===== src/rtl/error_diffusion_color_reducer_assert.svh =====
// assertion helpers for the rtl
`ifndef ERROR_DIFFUSION_COLOR_REDUCER_ASSERT_SVH
`define ERROR_DIFFUSION_COLOR_REDUCER_ASSERT_SVH

// property must hold at every rising clock edge outside reset
`define EDCR_ASSERT(lbl, clk, rst_n, prop, msg) \
  lbl: assert property (@(posedge clk) disable iff (!rst_n) prop) else $error(msg);

// condition must never be seen outside reset
`define EDCR_ASSERT_NEVER(lbl, clk, rst_n, cond, msg) \
  lbl: assert property (@(posedge clk) disable iff (!rst_n) !(cond)) else $error(msg);

`endif


===== src/rtl/edcr_pkg.sv =====
package edcr_pkg;

  localparam int unsigned PIX_W      = 32;
  localparam int unsigned CH_N       = 3;
  localparam int unsigned CH_W       = 8;
  localparam int unsigned DATA_W     = CH_N * CH_W;
  localparam int unsigned ERR_W      = 7;
  localparam int unsigned FW_W       = 13;
  localparam int unsigned FH_W       = 16;
  localparam int unsigned CB_W       = 4;
  localparam int unsigned CFG_IDX_W  = 2;
  localparam int unsigned CFG_DATA_W = 16;
  localparam int unsigned OQ_DEPTH   = 4;
  localparam int unsigned OQ_PTR_W   = 2;
  localparam int unsigned OQ_CNT_W   = 3;

  localparam logic [CFG_IDX_W-1:0] REG_FRAME_WIDTH   = 2'd0;
  localparam logic [CFG_IDX_W-1:0] REG_FRAME_HEIGHT  = 2'd1;
  localparam logic [CFG_IDX_W-1:0] REG_COLOR_BITS    = 2'd2;
  localparam logic [CFG_IDX_W-1:0] REG_DITHER_ENABLE = 2'd3;

  typedef struct packed {
    logic [FH_W-1:0] h_last;
    logic [2:0]      shift;
    logic            dither;
  } cfg_t;

  function automatic logic [CH_W-1:0] sat3(input logic [CH_W-1:0] a,
                                           input logic [CH_W-1:0] b,
                                           input logic [CH_W-1:0] c);
    logic [CH_W+1:0] s;
    s = (CH_W+2)'(a) + (CH_W+2)'(b) + (CH_W+2)'(c);
    return (s > (CH_W+2)'(255)) ? {CH_W{1'b1}} : s[CH_W-1:0];
  endfunction

  function automatic logic [DATA_W-1:0] add_sat24(input logic [DATA_W-1:0] a,
                                                  input logic [DATA_W-1:0] b);
    logic [DATA_W-1:0] r;
    r = '0;
    for (int c = 0; c < CH_N; c++) begin
      r[c*CH_W +: CH_W] = sat3(a[c*CH_W +: CH_W], b[c*CH_W +: CH_W], '0);
    end
    return r;
  endfunction

endpackage


===== src/rtl/edcr_if.sv =====


interface edcr_out_if;
  logic                          valid;
  logic                          ready;
  logic [edcr_pkg::PIX_W-1:0]    out_pixel;
  modport source (output valid, output out_pixel, input ready);
  modport sink   (input valid, input out_pixel, output ready);
endinterface



===== src/rtl/edcr_outq.sv =====
module edcr_outq (
  input  logic                            clk_i,
  input  logic                            rst_ni,
  input  logic                            push_i,
  input  logic [edcr_pkg::PIX_W-1:0]      push_data_i,
  edcr_out_if.source                      out_o,
  output logic [edcr_pkg::OQ_CNT_W-1:0]   cnt_o
);

  localparam int unsigned PW = edcr_pkg::OQ_PTR_W;
  localparam int unsigned QW = edcr_pkg::OQ_CNT_W;

  logic [edcr_pkg::OQ_DEPTH-1:0][edcr_pkg::PIX_W-1:0] fifo_q;
  logic [PW-1:0] head_q, tail_q;
  logic [QW-1:0] cnt_q, cnt_d;
  logic          pop;

  assign out_o.valid     = (cnt_q != '0);
  assign out_o.out_pixel = fifo_q[head_q];
  assign pop             = out_o.valid && out_o.ready;
  assign cnt_d           = cnt_q + QW'(push_i) - QW'(pop);
  assign cnt_o           = cnt_q;

  always_ff @(posedge clk_i or negedge rst_ni) begin
    if (!rst_ni) begin
      head_q <= '0;
      tail_q <= '0;
      cnt_q  <= '0;
    end else begin
      if (push_i) begin
        tail_q <= tail_q + PW'(1);
      end
      if (pop) begin
        head_q <= head_q + PW'(1);
      end
      cnt_q <= cnt_d;
    end
  end

  always_ff @(posedge clk_i) begin
    if (push_i) begin
      fifo_q[tail_q] <= push_data_i;
    end
  end

endmodule


===== src/flat_wrapper.sv =====
// flat-port wrapper written by rule: the top's interface ports become plain ports
module edcr_outq_flat 
  (clk_i, rst_ni, push_i, push_data_i, cnt_o, out_o_valid, out_o_out_pixel, out_o_ready);
  edcr_out_if out_o_i ();
  input  logic clk_i;
  input  logic rst_ni;
  input  logic push_i;
  input  logic [edcr_pkg::PIX_W-1:0] push_data_i;
  output logic [edcr_pkg::OQ_CNT_W-1:0] cnt_o;
  output wire logic [$bits(out_o_i.valid)-1:0] out_o_valid;
  output wire logic [$bits(out_o_i.out_pixel)-1:0] out_o_out_pixel;
  input wire logic [$bits(out_o_i.ready)-1:0] out_o_ready;
  assign out_o_valid = out_o_i.valid;
  assign out_o_out_pixel = out_o_i.out_pixel;
  assign out_o_i.ready = out_o_ready;
  edcr_outq u_core (.clk_i(clk_i), .rst_ni(rst_ni), .push_i(push_i), .push_data_i(push_data_i), .out_o(out_o_i), .cnt_o(cnt_o));
endmodule

===== config.mk =====
export PLATFORM = sky130hd
export DESIGN_NAME = edcr_outq_flat
export DESIGN_NICKNAME = d
export VERILOG_FILES = /design/src/rtl/error_diffusion_color_reducer_assert.svh /design/src/rtl/edcr_pkg.sv /design/src/rtl/edcr_if.sv /design/src/rtl/edcr_outq.sv /design/src/flat_wrapper.sv
export SDC_FILE = /design/constraint.sdc
export NUM_CORES = 1
export LEC_CHECK = 0
export BUFFER_PORTS_ARGS = -buffer_cell sky130_fd_sc_hd__buf_2
export CAP_MARGIN = 20
export CORE_ASPECT_RATIO = 0.7
export CORE_MARGIN = 10
export CORE_UTILIZATION = 40
export DETAILED_ROUTE_END_ITERATION = 10
export MAX_ROUTING_LAYER = met4
export PLACE_DENSITY = 0.65
export SLEW_MARGIN = 20
export SYNTH_ARGS = -nofsm -noshare
export SYNTH_HDL_FRONTEND = slang
export SYNTH_SLANG_ARGS = --single-unit
export TNS_END_PERCENT = 100

===== constraint.sdc =====
create_clock -name clk_i -period 5.02 [get_ports clk_i]
set_input_delay 0.753 -clock clk_i [delete_from_list [all_inputs] [get_ports clk_i]]
set_output_delay 0.753 -clock clk_i [all_outputs]
set_load 0.01 [all_outputs]

==> impl_metrics.yaml <==
setup_path:
  cp-start-kind: "flip-flop"
  critical_path_class: "flip-flop to output pin"
  crit_family: "buffers and inverters"
  cp_cell_sequence: "buf_4 > mux4_2 > buf_2"
  endpoint_kind: "output pin"
  critPathBufInv: 2
  path_max_fanout: 27
  critical_path_arrival_ns: 2.20
  slowest_stage: "mux4_2"
  max_stage_delay_ns: 0.62
  crit_required_ns: 4.27
worst_hold_path:
  hp-class: "input port to async pin"
power_and_ir_drop:
  p_leak_nw: 2.154
  peakVddDrop_uv: 306.4
  power-per-cell-area_nw_per_um2: 611.5
clock_tree:
  cts_buffers: 17
  cts_tree: "done"
  cts_setup_buffers: 0
  cts_htree_levels: 4
  cts-root-buf: "clkbuf_16"
  clk_pin_slew_ns: 0.05
  cts_buffer_depth: 2
  holdBufCountCts: 0
  cts_sinks: 135
  clk_latency_ns: 0.40
  cts-resized-gates: 0
route:
  wl_per_cell_um: 20.01
  viasPerCell: 4.908
  drc: 0
  firstDrtPassIters: 4
  antenna_left: 0
  dr_total_vias: 2253
  wirelength_um: 9184
  first_iter_violations: 141
sta:
  setup_viol: 0
  tightest_slew_ns: 0.9102
  fin_crit_ns: 2.953
  hold_violations: 0
  finalClockSkew_ns: 0.005518
  slew_viol_final: 0
  grt_setup_unrepaired: "no"
  tns_ns: 0
  slew_headroom_pct: 39.32
  fmaxAchievable_mhz: 338.6
  min_period_over_period_pct: 58.83
floorplan:
  die_area_um2: 17630
  ios: 72
  fp.dieH_um: 114.1
  rows: 34
  start_util_pct: 40.76
  core_um2: 12420
  die_w_um: 154.5
finish:
  final_nets: 328
  drive_above_1_share_pct: 44.11
  mostFrequentLayoutCell: "edfxtp_1"
  antenna_cells: 0
  final_cell_mix: "edfxtp_1 (128), buf_2 (71), mux4_2 (28)"
  final_util_pct: 49.23
  syn_to_final_growth_pct: 20.78
synth:
  synth.distinct_cells: 19
  yosys_warnings: 0
  synth-seq-cells: 135
  postSynthNetCount: 245
  syn-cell-area_um2: 5064
  yosysSeqAreaShare_pct: 79.37
  synthCells: 202
  avgSynthCellArea_um2: 25.07
placed_design:
  hpwlAfterDp_um: 5597
  finalWeightedCongestion: 0.7061
  io_buffers: 71
status:
  status: "completed"
global_routing:
  grt_usage_pct: 11.12
  first_global_vias: 2565
  antenna_found_initial: 0
  overflow: 0
  grt_max_degree: 34
  grt_pass1_wl_um: 14280
job:
  drv_cap: 0
## state kept, by name, indices dropped and copies added (netlist names)
signal and flops:
u_core.cnt_o 3, u_core.head_q 2, u_core.tail_q 2, u_core.fifo_q 128
## worst reg2reg max path: cells and delay by family (launching register included)
family | cells | cell delay, ns
adders and majority gates | 3 | 0.84
DFF | 1 | 0.41
AOI/OAI and AO/OA | 1 | 0.34
xor gates and xnor gates | 2 | 0.31
buffers and inverters | 1 | 0.04
## path summary, 6_finish.rpt
kind,slack (ns),cells past startpoint,end,start
setup / recovery,2.07,3,out_o_out_pixel[15],u_core.head_q[0]
hold / removal,0.17,1,u_core.cnt_o[0],rst_ni
setup reg to reg,3.01,7,u_core.cnt_o[2],u_core.cnt_o[0]
hold reg to reg,0.56,1,u_core.tail_q[0],u_core.tail_q[0]
max in group asynchronous,4.68,1,u_core.head_q[0],rst_ni
min in group clk_i,0.56,1,u_core.tail_q[0],u_core.tail_q[0]
## cells by family after synthesis
logic type               count (synthesis)  share of synthesized area (%)
XOR/XNOR                                 5                         0.8650
AO/OA/AOI/OAI                            3                         0.4447
buffers and inverters                   14                          2.224
flip-flops                             135                          79.37
multiplexers                            32                          14.53
AND/OR/NAND/NOR                          6                         0.6918
adder cells (fa/ha/maj)                  7                          1.878
## final cells by class
cell class | count | area [µm²]
fillers | 1028 | 6306
multi-input cells | 53 | 937.1
flip-flops and latches | 135 | 4021
clock buffers | 21 | 440.4
well taps | 162 | 202.7
repair buffers | 72 | 362.8
inverters | 6 | 22.52
clock inverters | 10 | 128.9
## cells in the mapped netlist
cell        n  share of area [%]
o21ai_0     1              0.099
dfrtp_1     7                3.5
edfxtp_1  128                 76
buf_2       3               0.30
mux4_2     28                 12
or3_1       1               0.12
fa_1        1               0.40
and2_1      4               0.49
inv_1       6               0.44
nand2_1     1              0.074
mux4_1      4                2.1
o311ai_0    1               0.17
o31a_1      1               0.17
xnor2_1     3               0.52
clkbuf_1    1              0.074
buf_6       1               0.22
xor2_1      2               0.35
ha_1        6                1.5
buf_12      3                1.2
## per-stage QoR
| stage | instance area [µm²] | setup WS (ns) | std cells | hold WS [ns] | power [mW] |
|---|---|---|---|---|---|
| final | 6116 | 2.067 | 459 | 0.1735 | 3.740 |
| after global routing | 6116 | 1.885 | 459 | 0.1599 | 3.949 |
| after CTS | 6116 | 1.981 | 459 | 0.1577 | 3.812 |
| after global placement | 5547 | 2.420 | 428 | 0.5183 | 2.590 |
| after detailed placement | 5547 | 2.419 | 428 | 0.5470 | 2.613 |
| after floorplan | 5064 | 2.935 | 202 | 0.4574 | 2.281 |
## routing by layer
metal / track usage [%] / part of all wire (%)
met1: 13.50 / 46
met2: 16.92 / 48
met3: 3.679 / 4.5
met4: 4.520 / 0.94
met5: - / 0
## report_power, final
| part | internal (mW) | leakage [nW] | switching, mW | total (mW) |
|---|---|---|---|---|
| Clock | 0.773 | 0.276 | 0.419 | 1.19 |
| Combinational | 0.450 | 0.622 | 0.477 | 0.927 |
| Sequential | 1.49 | 1.26 | 0.135 | 1.62 |
Power figures use the tool's default switching activity.
