### src/rtl/error_diffusion_color_reducer_assert.svh
// assertion helpers for the rtl
`ifndef ERROR_DIFFUSION_COLOR_REDUCER_ASSERT_SVH
`define ERROR_DIFFUSION_COLOR_REDUCER_ASSERT_SVH

// property must hold at every rising clock edge outside reset
`define EDCR_ASSERT(lbl, clk, rst_n, prop, msg) \
  lbl: assert property (@(posedge clk) disable iff (!rst_n) prop) else $error(msg);

// condition must never be seen outside reset
`define EDCR_ASSERT_NEVER(lbl, clk, rst_n, cond, msg) \
  lbl: assert property (@(posedge clk) disable iff (!rst_n) !(cond)) else $error(msg);

`endif

### src/rtl/edcr_pkg.sv
package edcr_pkg;

  localparam int unsigned PIX_W      = 32;
  localparam int unsigned CH_N       = 3;
  localparam int unsigned CH_W       = 8;
  localparam int unsigned DATA_W     = CH_N * CH_W;
  localparam int unsigned ERR_W      = 7;
  localparam int unsigned FW_W       = 13;
  localparam int unsigned FH_W       = 16;
  localparam int unsigned CB_W       = 4;
  localparam int unsigned CFG_IDX_W  = 2;
  localparam int unsigned CFG_DATA_W = 16;
  localparam int unsigned OQ_DEPTH   = 4;
  localparam int unsigned OQ_PTR_W   = 2;
  localparam int unsigned OQ_CNT_W   = 3;

  localparam logic [CFG_IDX_W-1:0] REG_FRAME_WIDTH   = 2'd0;
  localparam logic [CFG_IDX_W-1:0] REG_FRAME_HEIGHT  = 2'd1;
  localparam logic [CFG_IDX_W-1:0] REG_COLOR_BITS    = 2'd2;
  localparam logic [CFG_IDX_W-1:0] REG_DITHER_ENABLE = 2'd3;

  typedef struct packed {
    logic [FH_W-1:0] h_last;
    logic [2:0]      shift;
    logic            dither;
  } cfg_t;

  function automatic logic [CH_W-1:0] sat3(input logic [CH_W-1:0] a,
                                           input logic [CH_W-1:0] b,
                                           input logic [CH_W-1:0] c);
    logic [CH_W+1:0] s;
    s = (CH_W+2)'(a) + (CH_W+2)'(b) + (CH_W+2)'(c);
    return (s > (CH_W+2)'(255)) ? {CH_W{1'b1}} : s[CH_W-1:0];
  endfunction

  function automatic logic [DATA_W-1:0] add_sat24(input logic [DATA_W-1:0] a,
                                                  input logic [DATA_W-1:0] b);
    logic [DATA_W-1:0] r;
    r = '0;
    for (int c = 0; c < CH_N; c++) begin
      r[c*CH_W +: CH_W] = sat3(a[c*CH_W +: CH_W], b[c*CH_W +: CH_W], '0);
    end
    return r;
  endfunction

endpackage

### src/rtl/edcr_if.sv


interface edcr_cfg_if;
  logic                              valid;
  logic                              ready;
  logic [edcr_pkg::CFG_IDX_W-1:0]    index;
  logic [edcr_pkg::CFG_DATA_W-1:0]   data;
  modport source (output valid, output index, output data, input ready);
  modport sink   (input valid, input index, input data, output ready);
endinterface

### src/rtl/edcr_cfg.sv
module edcr_cfg #(
  parameter int unsigned MAX_WIDTH = 4096,
  localparam int unsigned AW       = $clog2(MAX_WIDTH)
) (
  input  logic                 clk_i,
  input  logic                 rst_ni,
  edcr_cfg_if.sink             cfg_i,
  output logic [AW-1:0]        w_last_o,
  output edcr_pkg::cfg_t       cfg_o
);

  localparam int unsigned W_RST = (MAX_WIDTH < 640) ? MAX_WIDTH : 640;

  logic [AW-1:0]                 w_last_q, w_last_d;
  logic [edcr_pkg::FH_W-1:0]     h_last_q, h_last_d;
  logic [2:0]                    shift_q, shift_d;
  logic                          dither_q;
  logic [edcr_pkg::FW_W-1:0]     fw;
  logic [edcr_pkg::FH_W-1:0]     fh;
  logic [edcr_pkg::CB_W-1:0]     cb, kept, sh;

  assign cfg_i.ready = 1'b1;

  // registers hold the clamped form that the datapath uses
  always_comb begin
    fw = cfg_i.data[edcr_pkg::FW_W-1:0];
    fh = cfg_i.data[edcr_pkg::FH_W-1:0];
    cb = cfg_i.data[edcr_pkg::CB_W-1:0];
    if (fw == '0) begin
      w_last_d = '0;
    end else if (32'(fw) > MAX_WIDTH) begin
      w_last_d = AW'(MAX_WIDTH - 1);
    end else begin
      w_last_d = AW'(fw - edcr_pkg::FW_W'(1));
    end
    h_last_d = (fh == '0) ? '0 : fh - edcr_pkg::FH_W'(1);
    if (cb == '0) begin
      kept = edcr_pkg::CB_W'(1);
    end else if (cb > edcr_pkg::CB_W'(8)) begin
      kept = edcr_pkg::CB_W'(8);
    end else begin
      kept = cb;
    end
    sh      = edcr_pkg::CB_W'(8) - kept;
    shift_d = sh[2:0];
  end

  always_ff @(posedge clk_i or negedge rst_ni) begin
    if (!rst_ni) begin
      w_last_q <= AW'(W_RST - 1);
      h_last_q <= edcr_pkg::FH_W'(479);
      shift_q  <= '0;
      dither_q <= 1'b0;
    end else if (cfg_i.valid) begin
      case (cfg_i.index)
        edcr_pkg::REG_FRAME_WIDTH:   w_last_q <= w_last_d;
        edcr_pkg::REG_FRAME_HEIGHT:  h_last_q <= h_last_d;
        edcr_pkg::REG_COLOR_BITS:    shift_q  <= shift_d;
        edcr_pkg::REG_DITHER_ENABLE: dither_q <= cfg_i.data[0];
        default: ;
      endcase
    end
  end

  assign w_last_o     = w_last_q;
  assign cfg_o.h_last = h_last_q;
  assign cfg_o.shift  = shift_q;
  assign cfg_o.dither = dither_q;

endmodule

### src/flat_wrapper.sv
// flat-port wrapper written by rule: the top's interface ports become plain ports
module edcr_cfg_flat 
#(
  parameter int unsigned MAX_WIDTH = 4096,
  localparam int unsigned AW       = $clog2(MAX_WIDTH)
)
  (clk_i, rst_ni, w_last_o, cfg_o, cfg_i_valid, cfg_i_index, cfg_i_data, cfg_i_ready);
  edcr_cfg_if cfg_i_i ();
  input  logic clk_i;
  input  logic rst_ni;
  output logic [AW-1:0] w_last_o;
  output edcr_pkg::cfg_t cfg_o;
  input wire logic [$bits(cfg_i_i.valid)-1:0] cfg_i_valid;
  input wire logic [$bits(cfg_i_i.index)-1:0] cfg_i_index;
  input wire logic [$bits(cfg_i_i.data)-1:0] cfg_i_data;
  output wire logic [$bits(cfg_i_i.ready)-1:0] cfg_i_ready;
  assign cfg_i_i.valid = cfg_i_valid;
  assign cfg_i_i.index = cfg_i_index;
  assign cfg_i_i.data = cfg_i_data;
  assign cfg_i_ready = cfg_i_i.ready;
  edcr_cfg #(.MAX_WIDTH(MAX_WIDTH)) u_core (.clk_i(clk_i), .rst_ni(rst_ni), .cfg_i(cfg_i_i), .w_last_o(w_last_o), .cfg_o(cfg_o));
endmodule
### config.mk
export PLATFORM = sky130hd
export DESIGN_NAME = edcr_cfg_flat
export DESIGN_NICKNAME = d
export VERILOG_FILES = /design/src/rtl/error_diffusion_color_reducer_assert.svh /design/src/rtl/edcr_pkg.sv /design/src/rtl/edcr_if.sv /design/src/rtl/edcr_cfg.sv /design/src/flat_wrapper.sv
export SDC_FILE = /design/constraint.sdc
export NUM_CORES = 1
export LEC_CHECK = 0
export ABC_CLOCK_PERIOD_IN_PS = 1600
export BUFFER_PORTS_ARGS = -buffer_cell sky130_fd_sc_hd__buf_2
export CORE_MARGIN = 1
export CORE_UTILIZATION = 45
export CTS_CLUSTER_SIZE = 8
export DETAILED_ROUTE_END_ITERATION = 8
export GPL_TIMING_DRIVEN = 0
export PLACE_DENSITY = 0.79
export SYNTH_ARGS = -nofsm -noshare
export SYNTH_HDL_FRONTEND = slang
export SYNTH_SLANG_ARGS = --single-unit
### constraint.sdc
create_clock -name clk_i -period 1.6 [get_ports clk_i]
set_clock_uncertainty 0.2 [all_clocks]
set_input_delay 0.16 -clock clk_i [delete_from_list [all_inputs] [get_ports clk_i]]
set_output_delay 0.16 -clock clk_i [all_outputs]
set_load 0.01 [all_outputs]
==> flow_summary.json <==
{
  "die_height_um": 62.9,
  "cts-root-buf": "clkbuf_8",
  "drv_slew": 0,
  "ys_async_sr_fraction_pct": 100,
  "gp_congestion": 0.787,
  "synth_top_area_cell": "dfstp_2",
  "finalCritPeriodShare_pct": 108,
  "ys_seq_elements": 32,
  "seqPwrFrac_pct": 45.4,
  "critPathMaxFanout": 6,
  "overflow": 0,
  "grt_max_degree": 33,
  "path_clk_slew_ps": 70,
  "worstSetupPathType": "input port to flop",
  "grt_pass1_wl_um": 6910,
  "path_buf_inv": 2,
  "syn-mean-instance-area_um2": 10.1,
  "synth.top_cells.by_area": "dfstp_2 (25%), dfrtp_1 (24%), nand2_1 (8.1%)",
  "synth_top_area_share_pct": 25.2,
  "cp.arrival_ps": 1700,
  "clkPwrFrac_pct": 26.7,
  "ys_types": 40,
  "die_w_um": 62.9,
  "period_minus_slack_ps": 1730,
  "cts.sinks": 32,
  "cts_buffers": 5,
  "core_mm2": 0.00344,
  "p_int_mw": 1.65,
  "peakVddDrop_mv": 0.597,
  "timing.final.hold_violations": 0,
  "insertion_delay_ps": 280,
  "fin_util_pct": 74.2,
  "final.setup.worst_slack_ps": -125,
  "synth_fp_nets": 189,
  "io_pins": 54,
  "vias": 1615,
  "grt_util_all_layers_pct": 22.7,
  "wl_um": 5060,
  "tightestPinTransition_ps": 678,
  "violations": "negative setup slack",
  "grt_setup_unrepaired": "yes",
  "synth_edf_count": 0,
  "initial_utilization_pct": 48.5,
  "netlist_area_mm2": 0.00167,
  "drt-initial-drc-count": 144,
  "ant_nets": 0,
  "dp_slack_ps": -522,
  "antenna_found_initial": 0,
  "dieArea_mm2": 0.00396,
  "hpwl_um": 2690,
  "clk_path_buf_depth": 2,
  "h-tree-depth": 2,
  "power_density_mw_per_mm2": 929,
  "synth_ff_type": "dfstp_2",
  "port_buffers": 51,
  "cts_tree": "yes",
  "yosys-mux-area-fraction_pct": 0.675,
  "fin_tns_setup_ps": -1260,
  "num_rows": 21,
  "crit_path_end_kind": "flop",
  "worstSetupStartpointType": "input port",
  "ys_seq_area_share_pct": 49.2,
  "p_leak_nw": 1.12,
  "nNetsFinal": 266,
  "synth_compound_area_share_pct": 14.6,
  "cpPeakStageDelay_ps": 470,
  "fillers": 212,
  "status": "complete, but fails checks",
  "power_frac_comb_pct": 28.0,
  "path_delay_family": "simple AND/OR/NAND/NOR gates",
  "max-cap-violations": 0,
  "dr.pass1.iters": 4,
  "switching_power_mw": 0.721,
  "netlist_instances": 165,
  "setup_viol": 23,
  "synthSimpleGateAreaFrac_pct": 19.8,
  "synth_top_family_by_area": "simple AND/OR/NAND/NOR gates",
  "crit_slowest_cell": "or4b_4",
  "clock.fmax_mhz": 580,
  "wire_per_inst_um": 17.5,
  "swShare_pct": 30.4,
  "diodes": 0,
  "viasPerCell": 5.59,
  "holdWs_ps": 5.63,
  "hold_path_class": "input port to flop",
  "synthToLayoutAreaGrowth_pct": 53.0,
  "drc": 0,
  "crit_path_cell_trace": "buf_8, inv_6, ha_4, or4b_4, nor4_4, xnor2_2, nand2_2, a22o_1",
  "slew_headroom_pct": 54.8,
  "grt_pass1_vias": 1468,
  "ys.warnings.count": 0,
  "crit_required_ps": 1570,
  "drive_gt1_share_pct": 58.4,
  "synthXorXnorAreaFrac_pct": 8.40,
  "synth_fa_ha_area_share_pct": 2.25
}
==> tightest hold or removal path, delay by kind of cell <==
kind	cells	cell delay, ps
compound gates	1	120
buf+inv	1	120
simple gates	1	60
==> logic make-up after synthesis <==
group,Yosys count
and+or+nand+nor,63
muxes,1
xor gates and xnor gates,16
buffers and inverters,13
AOI/OAI and AO/OA,36
other,1
DFF,32
adders and majority gates,3
==> layout by cell type, fill, tap and decap left out, types with 3 or more instances in the layout <==
master / synthesis / layout
buf_2: 1 / 46
nand2_1: 36 / 32
dfrtp_1: 16 / 16
dfstp_2: 16 / 16
o21ai_2: 0 / 13
buf_4: 3 / 12
xnor2_1: 11 / 9
a22o_1: 9 / 9
buf_6: 2 / 8
clkbuf_8: 0 / 6
dlygate4sd3_1: 0 / 6
o21ai_0: 18 / 5
nand2_2: 0 / 4
nor3_1: 5 / 3
buf_8: 0 / 3
xor2_1: 5 / 3
o211ai_1: 3 / 3
==> worst paths after layout <==
kind                                          from                  end  slack (ps)  depth (start not counted)
worst max-delay path                 cfg_i_data[0]   u_core.w_last_o[8]        -130                          8
worst max register to register  u_core.h_last_q[6]   u_core.h_last_q[6]         620                          2
worst min-delay path                 cfg_i_data[0]   u_core.w_last_o[0]           6                          3
worst min register to register  u_core.h_last_q[2]   u_core.h_last_q[2]         270                          2
max in group asynchronous                   rst_ni  u_core.h_last_q[13]         510                          2
min in group asynchronous                   rst_ni   u_core.w_last_o[8]         250                          2
==> synth_stat cells (3+ instances only) <==
cell type  instances
nor3_1             5
o21ai_0           18
a22o_1             9
nand3_1            3
xor2_1             5
o211ai_1           3
ha_1               3
clkbuf_1           3
dfstp_2           16
inv_1              3
nor4_1             3
xnor2_1           11
nand2_1           36
dfrtp_1           16
buf_4              3
==> flip-flops by register name, indices dropped and copies added (netlist names) <==
signal / cells
u_core.h_last_q: 16
u_core.w_last_o: 12
u_core.shift_q: 3
u_core.dither_q: 1
==> area by class of cell <==
cell class | count | area (um2) | share of cell area (%)
Clock buffer | 6 | 82.6 | 3.23
Timing Repair Buffer | 72 | 512 | 20.0
Inverter | 3 | 23.8 | 0.931
Tap cell | 46 | 57.6 | 2.25
Multi-Input combinational cell | 120 | 982 | 38.5
Clock inverter | 2 | 10.0 | 0.392
Sequential cell | 32 | 821 | 32.1
Buffer | 8 | 65.1 | 2.55
==> power groups by stage <==
stage / sequential (mW) / combinational [mW] / clock, mW
floorplan: 1.15 / 0.215 / 0
global placement: 1.08 / 0.516 / 0
detailed placement: 1.09 / 0.523 / 0
CTS: 1.07 / 0.562 / 0.647
global route: 1.09 / 0.718 / 0.695
finish: 1.08 / 0.664 / 0.633
==> layer usage <==
metal	vias to the layer above	routed length, um	part of all wire [%]	global-route usage [%]
met5	-	0	0	0
li1	723	-	-	-
met3	15	340	6.7	5.47
met2	89	2530	50	37.1
met4	0	121	2.4	7.85
met1	788	2080	41	29.1
==> repair_timing <==
action	in CTS	in global routing
endpoints found under the setup margin	23	26
gates resized for setup	15	57
hold endpoints to repair	20	2
setup buffers	6	8
cloned	1	1
pin swaps	4	20
hold buffers	6	1
==> stage by stage <==
| step | cell area (um2) | total power, mW | instances |
|---|---|---|---|
| after detailed placement | 2020 | 1.61 | 262 |
| after CTS | 2280 | 2.28 | 282 |
| after global routing | 2550 | 2.50 | 289 |
| after floorplan | 1700 | 1.37 | 165 |
| final | 2550 | 2.37 | 289 |
| after global placement | 2020 | 1.60 | 262 |
(Power assumes the default switching activity.)
